$ cat config.mk
export PLATFORM = sky130hd
export DESIGN_NAME = mrc_crc_byte
export DESIGN_NICKNAME = d
export VERILOG_FILES = /design/src/hw/rtl/mrc_pkg.sv /design/src/hw/rtl/mrc_crc_byte.sv
export SDC_FILE = /design/constraint.sdc
export NUM_CORES = 1
export LEC_CHECK = 0
export BUFFER_PORTS_ARGS = -buffer_cell sky130_fd_sc_hd__buf_2
export CORE_AREA = 2 2 39 41
export DETAILED_ROUTE_END_ITERATION = 6
export DIE_AREA = 0 0 41 43
export GPL_TIMING_DRIVEN = 0
export PLACE_DENSITY_LB_ADDON = 0.15
export SYNTH_ARGS = -nofsm -noshare
export SYNTH_HDL_FRONTEND = slang
export SYNTH_SLANG_ARGS = --single-unit
$ cat constraint.sdc
create_clock -name vclk -period 3.69
set_clock_uncertainty 0.2 [all_clocks]
set_input_delay 0.738 -clock vclk [all_inputs]
set_output_delay 0.738 -clock vclk [all_outputs]
set_load 0.02 [all_outputs]
$ cat src/hw/rtl/mrc_pkg.sv
// ----------------------------------------------------------------------------
// mrc_pkg: shared types and constants for the Modbus RTU response checker
// Frame phase codes, result kinds and CRC-16 constants.
// ----------------------------------------------------------------------------
package mrc_pkg;

  // CRC-16 (reflected form) constants
  localparam logic [15:0] CRC_INIT = 16'hFFFF;
  localparam logic [15:0] CRC_POLY = 16'hA001;

  // Position within a frame
  typedef enum logic [2:0] {
    PH_IDLE   = 3'd0,
    PH_FUNC   = 3'd1,
    PH_COUNT  = 3'd2,
    PH_DATA   = 3'd3,
    PH_CRC_LO = 3'd4,
    PH_CRC_HI = 3'd5
  } phase_t;

  // Kind of result item
  typedef enum logic [1:0] {
    KIND_DATA    = 2'd0,
    KIND_CRC_OK  = 2'd1,
    KIND_CRC_BAD = 2'd2
  } kind_t;

endpackage

$ cat src/hw/rtl/mrc_crc_byte.sv
// ----------------------------------------------------------------------------
// mrc_crc_byte: one-byte update of the reflected CRC-16
// Folds one byte into the running CRC, eight bit steps, LSB first.
// ----------------------------------------------------------------------------
module mrc_crc_byte (
  input  logic [15:0] crc_in,
  input  logic [7:0]  data_in,
  output logic [15:0] crc_out
);
  import mrc_pkg::*;

  // Shift out eight bits, folding in the polynomial on a set LSB
  always_comb begin
    logic [15:0] acc;
    acc = crc_in ^ {8'h00, data_in};
    for (int k = 0; k < 8; k++) begin
      if (acc[0]) begin
        acc = (acc >> 1) ^ CRC_POLY;
      end else begin
        acc = acc >> 1;
      end
    end
    crc_out = acc;
  end

endmodule

=== Word level (Yosys, flattened, before mapping) ===
Cells that the tools add are included.

* Register bits after elaboration: 0
* Output and inout bits: 16
* Word-level logic and storage cells: 17

* Mux-type cells: 8
* Bitwise gates (word level): 9

{| class="wikitable"
|+ Operators by type and width
! cell !! number
|-
| 2-to-1 mux 16 bit || 8
|-
| inverter 2 -> 3 bit || 8
|-
| bitwise XOR 16 x 8 -> 16 bit || 1
|}

=== Depth between registers and ports, before layout ===
* Depth after elaboration: 17
* Gate-level depth with buffers: 4
* Gate-level depth less buffers: 4

=== Worst setup path before layout ===
OpenSTA, ideal clock, no wires.

* Kind: input-to-output
* Start point: in data_in[3]
* End point: out crc_out[0]
* Arrival time: 2.131 ns
* Setup slack: 0.621 ns
* Cell stages on the path: 4
* Buffers on the path: 0
* Path through: xor2_1 > xnor2_1 > xnor2_2 > xnor3_1

* Longest elaborated chain between the ends: 10

{| class="wikitable"
|+ Ends and longest elaborated chain
! item !! line !! source
|-
| from (decl) || mrc_crc_byte.sv:7 || <nowiki>input logic [7:0] data_in,</nowiki>
|-
| bitwise XOR 16 x 8 -> 16 bit * || mrc_crc_byte.sv:15 || <nowiki>acc = crc_in ^ {8'h00, data_in};</nowiki>
|-
| 2-to-1 mux 16 bit * (2 in series) || mrc_crc_byte.sv:17 || <nowiki>if (acc[0]) begin</nowiki>
|-
| inverter 2 -> 3 bit (no line) || - ||
|-
| 2-to-1 mux 16 bit * (6 in series) || mrc_crc_byte.sv:17 ||
|-
| to (decl) || mrc_crc_byte.sv:8 || <nowiki>output logic [15:0] crc_out</nowiki>
|}

Every way passes the cells marked *; elsewhere a longest branch is shown, timed or not.

=== Worst setup path after layout ===
Ends and elaborated chain as after synthesis.

==> impl_metrics.json <==
{
  "syn_nets": 53,
  "max_stage_delay_ns": 0.35,
  "hold_violations": 0,
  "cpMostUsedCell": "buf_2",
  "worst_pin_slew_ns": 0.381,
  "p_per_area_nw_per_um2": 436,
  "setup_viol": 0,
  "syn_area_per_cell_sq_um": 9.79,
  "initial_core_util_pct": 20.5,
  "post-route-period-util_pct": 81.3,
  "end_kind": "output pin",
  "crit_required_ns": 2.75,
  "power.leakage_nw": 0.255,
  "drv_cap": 0,
  "post_dp_cell_area_sq_um": 479,
  "globalplace.congestion": 0.574,
  "yosysSeqAreaShare_pct": 0,
  "slew_viol_final": 0,
  "grt_usage_pct": 5.50,
  "min_period_ns": 3.00,
  "crit_chain": "buf_2 > xor2_1 > xnor2_1 > xnor2_2 > xnor3_1 > buf_2",
  "drcViolationCount": 0,
  "cts_setup_buffers": 0,
  "power.total_mw": 0.209,
  "fp.dieArea_sq_um": 1760,
  "crit_path_start": "data_in[3]",
  "drt_wl_total_um": 564,
  "die_w_um": 41,
  "synth_cells": 29,
  "drt_iter0_markers": 0,
  "rsz0062_at_grt": "no",
  "crit_fanout": 3,
  "dr.pass1.iters": 1,
  "synth_area_sq_um": 284,
  "grt_max_degree": 4,
  "diodes": 0,
  "worstSetupPathType": "primary input to output pin",
  "core_sq_um": 1380,
  "holdBufCountCts": 0,
  "port_buffers": 35,
  "ios": 40,
  "fillers": 153,
  "layout_common_cells": "35 x buf_2, 14 x xnor2_1, 6 x xor2_1",
  "syn2layout_area_growth_pct": 68.7,
  "synth_area_leaders": "xnor2_1 43%, xor2_1 19%, xnor2_2 17%",
  "setup_tns_ns": 0,
  "ctsResizeCount": 0,
  "netlist.top_cell.by_area": "xnor2_1",
  "grt_pass1_wl_um": 752,
  "finalInstanceArea_sq_um": 479,
  "layout-drive-gt1-share_pct": 67.2,
  "antenna_found_initial": 0,
  "critPathCapture": "crc_out[0]",
  "yosys.cell_types.count": 5,
  "slowest_stage": "xnor3_1",
  "nNetsFinal": 90,
  "num_vias": 285,
  "slew_headroom_pct": 74.4,
  "fmaxAchievable_mhz": 333,
  "seq_cells": 0,
  "yosysTopAreaCellShare_pct": 43.2,
  "die_y_um": 43,
  "cp.arrival_ns": 2.06,
  "nClkBuffers": 0,
  "viasPerCell": 3.56,
  "start_kind": "primary input",
  "grt_pass1_vias": 200,
  "peakVddDrop_v": 0.000137,
  "yosysWarnings": 0,
  "seqCellArea_sq_um": 0,
  "hold_path.class": "primary input to output pin",
  "grt-ovfl-total": 0,
  "ant_nets": 0,
  "num_rows": 14,
  "wl_per_cell_um": 7.05,
  "status": "complete, no violations",
  "final_common_cell": "buf_2"
}
## per-layer routing
| layer | vias to the layer above | share of wire (%) | track usage [%] |
|---|---|---|---|
| met2 | 20 | 47 | 10.0 |
| li1 | 154 | - | - |
| met4 | 0 | 0 | 0 |
| met5 | - | 0 | 0 |
| met1 | 111 | 38 | 7.30 |
| met3 | 0 | 15 | 0 |
## worst max-delay path, delay by kind of cell
family | cells | cell delay, ns
xor gates and xnor gates | 4 | 1.06
buffers and inverters | 2 | 0.27
## power by group
group          leakage [nW]  internal [mW]  total [mW]  switching, mW
combinational         0.255         0.0913       0.209          0.118
sequential                0              0           0              0
clock                     0              0           0              0
## synthesized netlist by cell type
cell type,n
xnor2_1,14
xor2_1,6
buf_4,5
xnor2_2,3
xnor3_1,1
## layout make-up
cell class	instances	area [sq um]	share of cell area (%)
multi-input cells	24	246	51.4
plain buffers	5	37.5	7.83
repair buffers	35	175	36.6
well taps	16	20.0	4.18
## cell families after synthesis
family / Yosys count / share of synthesized area, %
xor+xnor: 24 / 86.8
buf+inv: 5 / 13.2
## worst min path at each step
stage	startpoint	to	slack (ns)	cells after the start
finish	crc_in[11]	crc_out[3]	1.49	2
global route	crc_in[11]	crc_out[3]	1.50	2
CTS	crc_in[12]	crc_out[4]	1.49	2
detailed placement	crc_in[12]	crc_out[4]	1.49	2
global placement	crc_in[12]	crc_out[4]	1.49	2
floorplan	crc_in[9]	crc_out[1]	1.39	1
## per-stage QoR
| step | hold slack [ns] | setup slack [ns] | utilization (%) | instances |
|---|---|---|---|---|
| finish | 1.49 | 0.689 | 34.6 | 80 |
| global route | 1.50 | 0.583 | 34.6 | 80 |
| CTS | 1.49 | 0.665 | 34.6 | 80 |
| detailed placement | 1.49 | 0.668 | 34.6 | 80 |
| global placement | 1.49 | 0.667 | 34.6 | 80 |
| floorplan | 1.39 | 0.621 | - | 29 |
(Power assumes the default switching activity.)
